## config.mk

```make
export PLATFORM = sky130hd
export DESIGN_NAME = neighbor_table_seqno_gap_ewma_flat
export DESIGN_NICKNAME = d
export VERILOG_FILES = /design/src/rtl/ntsg_pkg.sv /design/src/rtl/ntsg_req_if.sv /design/src/rtl/ntsg_rsp_if.sv /design/src/rtl/neighbor_table_seqno_gap_ewma.sv /design/src/rtl/ntsg_table.sv /design/src/flat_wrapper.sv
export SDC_FILE = /design/constraint.sdc
export NUM_CORES = 1
export LEC_CHECK = 0
export BUFFER_PORTS_ARGS = -buffer_cell sky130_fd_sc_hd__clkbuf_2
export CORE_MARGIN = 2
export CORE_UTILIZATION = 50
export CTS_CLUSTER_DIAMETER = 30
export DETAILED_ROUTE_END_ITERATION = 7
export GPL_TIMING_DRIVEN = 0
export PLACE_DENSITY_LB_ADDON = 0.25
export SKIP_CTS_REPAIR_TIMING = 1
export SYNTH_ARGS = -nofsm -noshare
export SYNTH_HDL_FRONTEND = slang
export SYNTH_HIERARCHICAL = 1
export SYNTH_SLANG_ARGS = --single-unit
```

## constraint.sdc

```tcl
create_clock -name clk -period 10.4 [get_ports clk]
set_clock_uncertainty 0.2 [all_clocks]
set_input_delay 1.04 -clock clk [delete_from_list [all_inputs] [get_ports clk]]
set_output_delay 1.04 -clock clk [all_outputs]
set_load 0.005 [all_outputs]
```

## src/rtl/ntsg_pkg.sv

```systemverilog
// Package for the neighbour table with sequence-gap EWMA link estimate.
// Holds table sizing, field widths, status codes and the table entry type.
// No dependencies.
package ntsg_pkg;

    localparam int TABLE_ENTRIES = 16;
    localparam int IDX_W = (TABLE_ENTRIES > 1) ? $clog2(TABLE_ENTRIES) : 1;
    localparam int CNT_W = $clog2(TABLE_ENTRIES + 1);

    localparam int ADDR_W  = 16;
    localparam int SEQ_W   = 8;
    localparam int ATTR_W  = 16;
    localparam int AVG_W   = 16;
    localparam int STAT_W  = 2;
    localparam int SLOT_W  = 4;

    // 8.8 fixed point EWMA constants
    localparam int EWMA_UNITY = 'h100;
    localparam int EWMA_ALPHA = 'h040;
    localparam int EWMA_KEEP  = EWMA_UNITY - EWMA_ALPHA;
    localparam int EWMA_SHIFT = $clog2(EWMA_UNITY);
    localparam int PROD_W     = 24;

    localparam logic [STAT_W-1:0] STATUS_UPDATED  = 2'd0;
    localparam logic [STAT_W-1:0] STATUS_INSERTED = 2'd1;
    localparam logic [STAT_W-1:0] STATUS_FULL     = 2'd2;

    typedef struct packed {
        logic [ADDR_W-1:0] addr;
        logic [SEQ_W-1:0]  seq;
        logic [AVG_W-1:0]  avg;
        logic [ATTR_W-1:0] strength;
        logic [ATTR_W-1:0] quality;
    } entry_t;

    function automatic logic [SLOT_W-1:0] slot_of(input logic [IDX_W-1:0] idx);
        logic [IDX_W+SLOT_W-1:0] wide;
        wide = {{SLOT_W{1'b0}}, idx};
        return wide[SLOT_W-1:0];
    endfunction

endpackage

```

## src/rtl/ntsg_req_if.sv

```systemverilog
// Request channel: one received broadcast per transaction.
// Depends on ntsg_pkg for field widths.
interface ntsg_req_if;
    import ntsg_pkg::*;

    logic              valid;
    logic              ready;
    logic [ADDR_W-1:0] sender_address;
    logic [SEQ_W-1:0]  sequence_number;
    logic [ATTR_W-1:0] signal_strength;
    logic [ATTR_W-1:0] link_quality;

    modport source (output valid, sender_address, sequence_number,
                    signal_strength, link_quality, input ready);
    modport sink   (input valid, sender_address, sequence_number,
                    signal_strength, link_quality, output ready);
endinterface

```

## src/rtl/ntsg_rsp_if.sv

```systemverilog
// Response channel: status, slot, gap and average for each broadcast.
// Depends on ntsg_pkg for field widths.
interface ntsg_rsp_if;
    import ntsg_pkg::*;

    logic              valid;
    logic              ready;
    logic [STAT_W-1:0] status;
    logic [SLOT_W-1:0] slot;
    logic [SEQ_W-1:0]  gap_seen;
    logic [AVG_W-1:0]  average_gap;

    modport source (output valid, status, slot, gap_seen, average_gap, input ready);
    modport sink   (input valid, status, slot, gap_seen, average_gap, output ready);
endinterface

```

## src/rtl/neighbor_table_seqno_gap_ewma.sv

```systemverilog
// Top level of the neighbour table with sequence-gap EWMA link estimate.
// Depends on ntsg_pkg, ntsg_req_if, ntsg_rsp_if and ntsg_table.

// One transaction on req is one received broadcast; exactly one transaction
// on rsp follows for it. The stored addresses are scanned in insertion order,
// one slot per cycle through the single read port of the table, until the
// address is found or the last stored slot is passed (new entry or table
// full). req.ready is high only between items; a finished result moves to
// the output register once that is free, and while it waits there the next
// request is accepted. Entries are never removed; a full table drops the
// packet with status full and zero fields.
module neighbor_table_seqno_gap_ewma
(
    input  logic        clk,
    input  logic        rst_n,
    ntsg_req_if.sink    req,
    ntsg_rsp_if.source  rsp
);
    import ntsg_pkg::*;

    localparam logic [1:0] S_IDLE   = 2'd0;
    localparam logic [1:0] S_SCAN   = 2'd1;
    localparam logic [1:0] S_INSERT = 2'd2;
    localparam logic [1:0] S_DONE   = 2'd3;

    logic [1:0]        state_reg, state_next;
    logic [IDX_W-1:0]  idx_reg, idx_next;
    logic [CNT_W-1:0]  count_reg, count_next;

    logic [ADDR_W-1:0] addr_reg, addr_next;
    logic [SEQ_W-1:0]  seq_reg, seq_next;
    logic [ATTR_W-1:0] strength_reg, strength_next;
    logic [ATTR_W-1:0] quality_reg, quality_next;

    logic [STAT_W-1:0] res_status_reg, res_status_next;
    logic [SLOT_W-1:0] res_slot_reg, res_slot_next;
    logic [SEQ_W-1:0]  res_gap_reg, res_gap_next;
    logic [AVG_W-1:0]  res_avg_reg, res_avg_next;

    logic              out_valid_reg, out_valid_next;
    logic [STAT_W-1:0] out_status_reg, out_status_next;
    logic [SLOT_W-1:0] out_slot_reg, out_slot_next;
    logic [SEQ_W-1:0]  out_gap_reg, out_gap_next;
    logic [AVG_W-1:0]  out_avg_reg, out_avg_next;

    entry_t            rd_data;
    entry_t            wr_data;
    logic              wr_en;
    logic [IDX_W-1:0]  wr_idx;

    logic [SEQ_W-1:0]  gap;
    logic [PROD_W-1:0] keep_prod;
    logic [AVG_W-1:0]  avg_new;
    logic              idx_last;
    logic              table_full;
    logic              out_free;

    ntsg_table u_table
    (
        .clk     (clk),
        .rd_idx  (idx_next),
        .rd_data (rd_data),
        .wr_en   (wr_en),
        .wr_idx  (wr_idx),
        .wr_data (wr_data)
    );

    // Shared update unit: gap and EWMA from the entry currently read out
    always_comb
    begin
        gap       = seq_reg - rd_data.seq;
        keep_prod = PROD_W'(rd_data.avg) * PROD_W'(EWMA_KEEP);
        avg_new   = AVG_W'(PROD_W'(gap) * PROD_W'(EWMA_ALPHA)
                    + PROD_W'(keep_prod[PROD_W-1:EWMA_SHIFT]));
    end

    assign idx_last   = (CNT_W'(idx_reg) + CNT_W'(1)) == count_reg;
    assign table_full = count_reg == CNT_W'(TABLE_ENTRIES);
    assign out_free   = !out_valid_reg || rsp.ready;

    always_comb
    begin
        state_next      = state_reg;
        idx_next        = idx_reg;
        count_next      = count_reg;
        addr_next       = addr_reg;
        seq_next        = seq_reg;
        strength_next   = strength_reg;
        quality_next    = quality_reg;
        res_status_next = res_status_reg;
        res_slot_next   = res_slot_reg;
        res_gap_next    = res_gap_reg;
        res_avg_next    = res_avg_reg;
        out_valid_next  = out_valid_reg && !rsp.ready;
        out_status_next = out_status_reg;
        out_slot_next   = out_slot_reg;
        out_gap_next    = out_gap_reg;
        out_avg_next    = out_avg_reg;
        wr_en           = 1'b0;
        wr_idx          = idx_reg;
        wr_data         = '{addr: addr_reg, seq: seq_reg, avg: avg_new,
                            strength: strength_reg, quality: quality_reg};

        case (state_reg)
            S_IDLE:
            begin
                if (req.valid)
                begin
                    addr_next     = req.sender_address;
                    seq_next      = req.sequence_number;
                    strength_next = req.signal_strength;
                    quality_next  = req.link_quality;
                    idx_next      = '0;
                    state_next    = (count_reg == '0) ? S_INSERT : S_SCAN;
                end
            end
            S_SCAN:
            begin
                // rd_data holds the entry at idx_reg
                if (rd_data.addr == addr_reg)
                begin
                    wr_en           = 1'b1;
                    res_status_next = STATUS_UPDATED;
                    res_slot_next   = slot_of(idx_reg);
                    res_gap_next    = gap;
                    res_avg_next    = avg_new;
                    state_next      = S_DONE;
                end
                else if (idx_last)
                begin
                    state_next = S_INSERT;
                end
                else
                begin
                    idx_next = idx_reg + IDX_W'(1);
                end
            end
            S_INSERT:
            begin
                if (table_full)
                begin
                    res_status_next = STATUS_FULL;
                    res_slot_next   = '0;
                    res_gap_next    = '0;
                    res_avg_next    = '0;
                end
                else
                begin
                    // new entry: gap of one against an average of unity
                    wr_en           = 1'b1;
                    wr_idx          = count_reg[IDX_W-1:0];
                    wr_data.avg     = AVG_W'(EWMA_UNITY);
                    count_next      = count_reg + CNT_W'(1);
                    res_status_next = STATUS_INSERTED;
                    res_slot_next   = slot_of(count_reg[IDX_W-1:0]);
                    res_gap_next    = SEQ_W'(1);
                    res_avg_next    = AVG_W'(EWMA_UNITY);
                end
                state_next = S_DONE;
            end
            S_DONE:
            begin
                if (out_free)
                begin
                    out_valid_next  = 1'b1;
                    out_status_next = res_status_reg;
                    out_slot_next   = res_slot_reg;
                    out_gap_next    = res_gap_reg;
                    out_avg_next    = res_avg_reg;
                    state_next      = S_IDLE;
                end
            end
            default:
            begin
                state_next = S_IDLE;
            end
        endcase
    end

    always_ff @(posedge clk or negedge rst_n)
    begin
        if (!rst_n)
        begin
            state_reg     <= S_IDLE;
            idx_reg       <= '0;
            count_reg     <= '0;
            out_valid_reg <= 1'b0;
        end
        else
        begin
            state_reg     <= state_next;
            idx_reg       <= idx_next;
            count_reg     <= count_next;
            out_valid_reg <= out_valid_next;
        end
    end

    always_ff @(posedge clk)
    begin
        addr_reg       <= addr_next;
        seq_reg        <= seq_next;
        strength_reg   <= strength_next;
        quality_reg    <= quality_next;
        res_status_reg <= res_status_next;
        res_slot_reg   <= res_slot_next;
        res_gap_reg    <= res_gap_next;
        res_avg_reg    <= res_avg_next;
        out_status_reg <= out_status_next;
        out_slot_reg   <= out_slot_next;
        out_gap_reg    <= out_gap_next;
        out_avg_reg    <= out_avg_next;
    end

    assign req.ready       = (state_reg == S_IDLE);
    assign rsp.valid       = out_valid_reg;
    assign rsp.status      = out_status_reg;
    assign rsp.slot        = out_slot_reg;
    assign rsp.gap_seen    = out_gap_reg;
    assign rsp.average_gap = out_avg_reg;

endmodule

```

## src/rtl/ntsg_table.sv

```systemverilog
// Neighbour table storage: one write port, one registered read port.
// Depends on ntsg_pkg for entry_t and IDX_W.
module ntsg_table
(
    input  logic                      clk,
    input  logic [ntsg_pkg::IDX_W-1:0] rd_idx,
    output ntsg_pkg::entry_t          rd_data,
    input  logic                      wr_en,
    input  logic [ntsg_pkg::IDX_W-1:0] wr_idx,
    input  ntsg_pkg::entry_t          wr_data
);
    import ntsg_pkg::*;

    entry_t mem [TABLE_ENTRIES];
    entry_t rd_reg;

    always_ff @(posedge clk)
    begin
        if (wr_en)
        begin
            mem[wr_idx] <= wr_data;
        end
        rd_reg <= mem[rd_idx];
    end

    assign rd_data = rd_reg;

endmodule

```

## src/flat_wrapper.sv

```systemverilog
// flat-port wrapper written by rule: the top's interface ports become plain ports
module neighbor_table_seqno_gap_ewma_flat import ntsg_pkg::*;
  (clk, rst_n, req_valid, req_sender_address, req_sequence_number, req_signal_strength, req_link_quality, req_ready, rsp_valid, rsp_status, rsp_slot, rsp_gap_seen, rsp_average_gap, rsp_ready);
  ntsg_req_if req_i ();
  ntsg_rsp_if rsp_i ();
  input  logic clk;
  input  logic rst_n;
  input wire logic [$bits(req_i.valid)-1:0] req_valid;
  input wire logic [$bits(req_i.sender_address)-1:0] req_sender_address;
  input wire logic [$bits(req_i.sequence_number)-1:0] req_sequence_number;
  input wire logic [$bits(req_i.signal_strength)-1:0] req_signal_strength;
  input wire logic [$bits(req_i.link_quality)-1:0] req_link_quality;
  output wire logic [$bits(req_i.ready)-1:0] req_ready;
  output wire logic [$bits(rsp_i.valid)-1:0] rsp_valid;
  output wire logic [$bits(rsp_i.status)-1:0] rsp_status;
  output wire logic [$bits(rsp_i.slot)-1:0] rsp_slot;
  output wire logic [$bits(rsp_i.gap_seen)-1:0] rsp_gap_seen;
  output wire logic [$bits(rsp_i.average_gap)-1:0] rsp_average_gap;
  input wire logic [$bits(rsp_i.ready)-1:0] rsp_ready;
  assign req_i.valid = req_valid;
  assign req_i.sender_address = req_sender_address;
  assign req_i.sequence_number = req_sequence_number;
  assign req_i.signal_strength = req_signal_strength;
  assign req_i.link_quality = req_link_quality;
  assign req_ready = req_i.ready;
  assign rsp_valid = rsp_i.valid;
  assign rsp_status = rsp_i.status;
  assign rsp_slot = rsp_i.slot;
  assign rsp_gap_seen = rsp_i.gap_seen;
  assign rsp_average_gap = rsp_i.average_gap;
  assign rsp_i.ready = rsp_ready;
  neighbor_table_seqno_gap_ewma u_core (.clk(clk), .rst_n(rst_n), .req(req_i), .rsp(rsp_i));
endmodule
```

==> impl_metrics.yaml, run 1 <==
pwr:
  p_leak_nw: 12.4
  relative_contribution_of_combinational_cells_to_total_power: 0.380
  clockPowerShare: 0.281
  p_sw_frac: 0.340
  power_switching_w: 0.00535
  internal_power_w: 0.0104
  vdd.ir_drop.worst_mv: 0.412
  seqPwrFrac: 0.338
  powerDensity_mw_per_mm2: 429
setup_path:
  startpoint: "u_core/count_reg[0]"
  critPathArrivalTime_ns: 5.56
  critPathLaunchType: "flip-flop"
  cp-end-kind: "flip-flop"
  rr_startpoint: "u_core/count_reg[0]"
  start_to_end_type_of_the_worst_setup_path: "reg -> reg"
  path_max_fanout: 22
  timing.critical_path.required_ns: 10.58
timing:
  timing_worst_slew_pin_value_ns: 1.40
  hold_viol: 0
  layout_min_cycle_time_ns: 5.38
  setup_violations: 0
  max_freq_mhz: 186
  final.setup.tns_ns: 0
  max_slew_headroom: 0.0590
  grt_setup_unrepaired: "false"
  drv_slew: 0
  fin_crit_sh: 0.517
clock_network:
  cts.root.buffer_cell: "sky130_fd_sc_hd__clkbuf_16"
  cts_sinks: 776
  clk_latency_ns: 0.71
  ctsLongestPathBuffers: 3
  cts_tree: "done"
  cts_clk_pin_slew_worst_paths_ns: 0.05
  number_of_h_tree_levels: 4
  cts_inserted_buffers: 133
finish:
  post_route_cells_drive_above_1_share: 0.293
  num-fill-cells: 4086
  register_name_with_the_most_flops: "u_core/u_table/mem"
  layout.core_utilization: 0.618
  insertedDiodeCount: 0
  synthToLayoutAreaGrowth_pct: 21.9
  max_ffs_per_register: 640
  finalNetCount: 1808
place:
  place_congestion: 0.817
  place.detailed.hpwl_um: 40300
  count_of_input_and_output_buffers: 59
drt:
  drt_pre_antenna_iters: 8
  wl_per_cell_um: 24.9
  wl_um: 64500
  vias_per_cell: 5.83
  drt.antenna.violating_nets: 0
  detailedRoute.firstIterationViolations: 1508
  drc: 0
  detailroute.via_count: 15100
yosys:
  postSynthNetCount: 1579
  synth_cells: 1479
  synthesis.area_mm2: 0.0300
  avgSynthCellArea_um2: 20.3
  number_of_synthesis_warnings: 6
global_routing:
  grt_pass1_vias: 15800
  global_route.usage.total: 0.214
  overflow: 0
  first_pass_grt_wire_length_um: 97500
  maximum_number_of_pins_on_one_net_before_global_route_repair: 31
  grt_antenna_before_repair: 0
hold_path:
  hold_path_class: "in -> async"
job:
  cap_viol_max_count: 0
floorplan:
  core_region_area_mm2: 0.0592
  die_height_um: 249
  die-area_mm2: 0.0620
  io_pins: 92
  rows: 89
  die_width_um: 249
  initial_core_util: 0.507
outcome:
  status: "completed"
[cell usage in the layout, fill, tap and decap left out, drive strengths merged, types with 8 or more instances in the layout]
cell      count
edfxtp      724
clkbuf      253
mux4        160
a22oi        80
buf          72
nand2        56
nor2         55
inv          47
dfxtp        40
ha           37
clkinv       37
xor2         28
a21oi        23
o21ai        23
xnor2        21
bufinv       19
and2         17
a21o         14
nor2b        12
dfrtp        12
clkinvlp     10
nor3          9
nand2b        8
[through the flow]
step           instance area, um2  instances  power [W]  setup WS (ns)  hold slack, ns
6_report                    36600       2589     0.0157           5.02          0.0357
5_1_grt                     36600       2589     0.0165           4.89          0.0439
4_1_cts                     36600       2589     0.0158           5.19         0.00214
3_5_place_dp                32000       2346     0.0113           5.26           0.205
3_3_place_gp                31300       2311     0.0111          0.552           0.201
2_1_floorplan               30000       1479    0.00950           4.90           0.200
[worst paths after layout]
path | depth (start not counted) | to | slack [ns]
setup / recovery | 11 | u_core/u_table/mem[1][56] | 5.02
hold / removal | 1 | u_core/count_reg[0] | 0.04
setup reg to reg | 11 | u_core/u_table/mem[1][56] | 5.02
hold reg to reg | 0 | u_core/rsp.average_gap[4] | 0.21
max in group asynchronous | 1 | u_core/idx_reg[1] | 9.70
min in group clk | 0 | u_core/rsp.average_gap[4] | 0.21
[metal layers]
metal  global-route usage  part of all wire  up-vias
li1                     -                 -     6539
met1                0.286              0.41     7847
met2                0.346              0.50      585
met3               0.0475             0.070      126
met4               0.0852             0.024        0
met5                    0                 0        -
[critical path: stages, from the launching register on]
cell	delay [ns]
sky130_fd_sc_hd__dfrtp_1	0.42
sky130_fd_sc_hd__inv_1	0.12
sky130_fd_sc_hd__ha_1	0.16
sky130_fd_sc_hd__nor3b_1	0.39
sky130_fd_sc_hd__and2_1	0.24
sky130_fd_sc_hd__nand2b_1	0.34
sky130_fd_sc_hd__inv_1	0.10
sky130_fd_sc_hd__buf_2	0.21
sky130_fd_sc_hd__o21ai_0	1.09
sky130_fd_sc_hd__nand2b_1	0.56
sky130_fd_sc_hd__nor2_4	0.90
sky130_fd_sc_hd__buf_12	0.28
[area by class of cell]
| type | count | area [um2] | area share |
|---|---|---|---|
| buffer | 72 | 425 | 0.0116 |
| clock buffer | 159 | 3560 | 0.0973 |
| clock inverter | 84 | 1060 | 0.0289 |
| inverter | 29 | 109 | 0.00297 |
| multi-input combinational | 602 | 6770 | 0.185 |
| sequential | 776 | 22800 | 0.624 |
| tap | 773 | 967 | 0.0264 |
| timing repair buffer | 94 | 863 | 0.0236 |
[power by group through the flow]
stage | logic, W | registers, W | clock network [W]
after floorplan | 0.00420 | 0.00529 | 0
final | 0.00598 | 0.00531 | 0.00442
after global placement | 0.00570 | 0.00536 | 0
after CTS | 0.00599 | 0.00532 | 0.00449
after detailed placement | 0.00594 | 0.00537 | 0
after global routing | 0.00654 | 0.00536 | 0.00463
Note: power is estimated with default switching activity, not from simulation.
==> run 2: changes to the inputs <==
==> constraint.sdc (replaced) <==
create_clock -name clk -period 4.35 [get_ports clk]
set_clock_uncertainty 0.2 [all_clocks]
set_input_delay 0.435 -clock clk [delete_from_list [all_inputs] [get_ports clk]]
set_output_delay 0.435 -clock clk [all_outputs]
set_load 0.005 [all_outputs]
==> impl_metrics.yaml, run 2 (same netlist as run 1, synthesis figures left out) <==
outcome:
  status: "completed"
place:
  place_congestion: 0.801
  place.detailed.hpwl_um: 39400
  dp.cells: 2343
  count_of_input_and_output_buffers: 59
  pre_cts_slack_ns: -0.907
setup_path:
  critPathArrivalTime_ns: 4.48
  start_to_end_type_of_the_worst_setup_path: "reg -> reg"
  path_max_fanout: 16
  cp-end-kind: "flip-flop"
  critPathLaunchType: "flip-flop"
  timing.critical_path.required_ns: 4.59
floorplan:
  core_region_area_mm2: 0.0592
  rows: 89
  die-area_mm2: 0.0620
  initial_core_util: 0.507
  io_pins: 92
  die_width_um: 249
  die_height_um: 249
pwr:
  powerDensity_mw_per_mm2: 1020
  p_leak_nw: 13.0
  vdd.ir_drop.worst_mv: 1.14
finish:
  layout.cells.most_common: "sky130_fd_sc_hd__edfxtp_1"
  insertedDiodeCount: 0
  finalNetCount: 1915
  post_route_cells_drive_above_1_share: 0.339
  final-instance-count-excl-fill: 2699
  register_name_with_the_most_flops: "u_core/u_table/mem"
  synthToLayoutAreaGrowth_pct: 25.7
  max_ffs_per_register: 640
  final_cell_mix: "724 x sky130_fd_sc_hd__edfxtp_1, 160 x sky130_fd_sc_hd__mux4_2, 141 x sky130_fd_sc_hd__clkbuf_16, 79 x sky130_fd_sc_hd__a22oi_1, 72 x sky130_fd_sc_hd__clkbuf_2"
timing:
  setup_slack_ns: 0.112
  layout_min_cycle_time_ns: 4.24
  hold_viol: 0
  drv_slew: 0
  setup_violations: 0
  max_slew_headroom: 0.160
  holdWs_ns: 0.0891
  fin_crit_sh: 0.974
  grt_setup_unrepaired: "true"
  final.setup.tns_ns: 0
  timing_worst_slew_pin_value_ns: 1.26
  max_freq_mhz: 236
drt:
  drc: 0
  drt.antenna.violating_nets: 0
  detailedRoute.firstIterationViolations: 1404
  drt_pre_antenna_iters: 5
  vias_per_cell: 5.78
  wl_per_cell_um: 25.0
  detailroute.via_count: 15600
  wl_um: 67500
clock_network:
  cts.root.buffer_cell: "sky130_fd_sc_hd__clkbuf_16"
  clk_latency_ns: 0.71
  ctsLongestPathBuffers: 3
  cts_inserted_buffers: 137
  cts_sinks: 776
  number_of_h_tree_levels: 4
  cts_tree: "done"
  cts_clk_pin_slew_worst_paths_ns: 0.04
global_routing:
  global_route.usage.total: 0.215
  maximum_number_of_pins_on_one_net_before_global_route_repair: 31
  grt_pass1_vias: 15800
  first_pass_grt_wire_length_um: 97600
  grt_antenna_before_repair: 2
  overflow: 0
hold_path:
  hold_path_class: "in -> reg"
job:
  cap_viol_max_count: 0
[run 2: changes by cell type in the layout (fill, tap and decap cells not counted), moves of 5 or more]
cell	change
sky130_fd_sc_hd__buf_12	+13
sky130_fd_sc_hd__dlygate4sd3_1	+27
sky130_fd_sc_hd__nor2_2	+6
sky130_fd_sc_hd__clkinv_1	+6
sky130_fd_sc_hd__clkbuf_1	-14
sky130_fd_sc_hd__clkbuf_16	+5
sky130_fd_sc_hd__nor2_1	-7
sky130_fd_sc_hd__clkinv_2	+10
sky130_fd_sc_hd__buf_4	+63
sky130_fd_sc_hd__clkbuf_2	+13
[run 2: through the flow]
stage               utilization  instance area (um2)  power [W]
floorplan                     -                30100     0.0227
detailed placement        0.539                31900     0.0262
finish                    0.637                37700     0.0384
global placement          0.529                31300     0.0258
global route              0.637                37700     0.0402
CTS                       0.616                36500     0.0368
[run 2: worst paths after layout]
path | start | end | slack (ns) | cells past startpoint
min in group asynchronous | rst_n | u_core/rsp.valid | 0.60 | 3
hold reg to reg | u_core/res_gap_reg[4] | u_core/rsp.gap_seen[4] | 0.21 | 0
hold / removal | req_valid | u_core/state_reg[0] | 0.09 | 4
setup / recovery | u_core/u_table/rd_data[33] | u_core/u_table/mem[2][47] | 0.11 | 17
setup reg to reg | u_core/u_table/rd_data[33] | u_core/u_table/mem[2][47] | 0.11 | 17
max in group asynchronous | rst_n | u_core/count_reg[1] | 2.98 | 3
[run 2: area by class of cell]
| type | count | area, um2 |
|---|---|---|
| plain buffers | 72 | 443 |
| clock buffers | 164 | 3680 |
| clock inverters | 86 | 912 |
| fillers | 3998 | 21500 |
| inverters | 29 | 109 |
| multi-input cells | 605 | 6980 |
| flip-flops and latches | 776 | 22800 |
| well taps | 773 | 967 |
| repair buffers | 194 | 1800 |
[run 2: critical path, cell delays in order (launching register included)]
cell                       delay (ns)
sky130_fd_sc_hd__dfxtp_1         0.34
sky130_fd_sc_hd__and2_1          0.17
sky130_fd_sc_hd__fa_2            0.37
sky130_fd_sc_hd__a211oi_2        0.27
sky130_fd_sc_hd__o21bai_2        0.14
sky130_fd_sc_hd__a21o_1          0.24
sky130_fd_sc_hd__a21o_1          0.21
sky130_fd_sc_hd__a21oi_2         0.16
sky130_fd_sc_hd__xnor2_2         0.10
sky130_fd_sc_hd__ha_1            0.29
sky130_fd_sc_hd__a21oi_1         0.09
sky130_fd_sc_hd__o211a_1         0.26
sky130_fd_sc_hd__o21ai_2         0.14
sky130_fd_sc_hd__a21oi_1         0.11
sky130_fd_sc_hd__nor4_2          0.34
sky130_fd_sc_hd__xor2_2          0.30
sky130_fd_sc_hd__nor2_4          0.08
sky130_fd_sc_hd__buf_12          0.15
[run 2: routing by layer]
metal / global-route usage / wire [um] / vias up
li1: - / - / 6738
met1: 0.277 / 26400 / 8071
met2: 0.351 / 34000 / 671
met3: 0.0637 / 5620 / 117
met4: 0.0769 / 1460 / 0
met5: 0 / 0 / -
[run 2: report_power, final]
part           switching (W)  internal, W
registers           0.000378       0.0122
clock network        0.00354      0.00693
logic                0.00930      0.00607
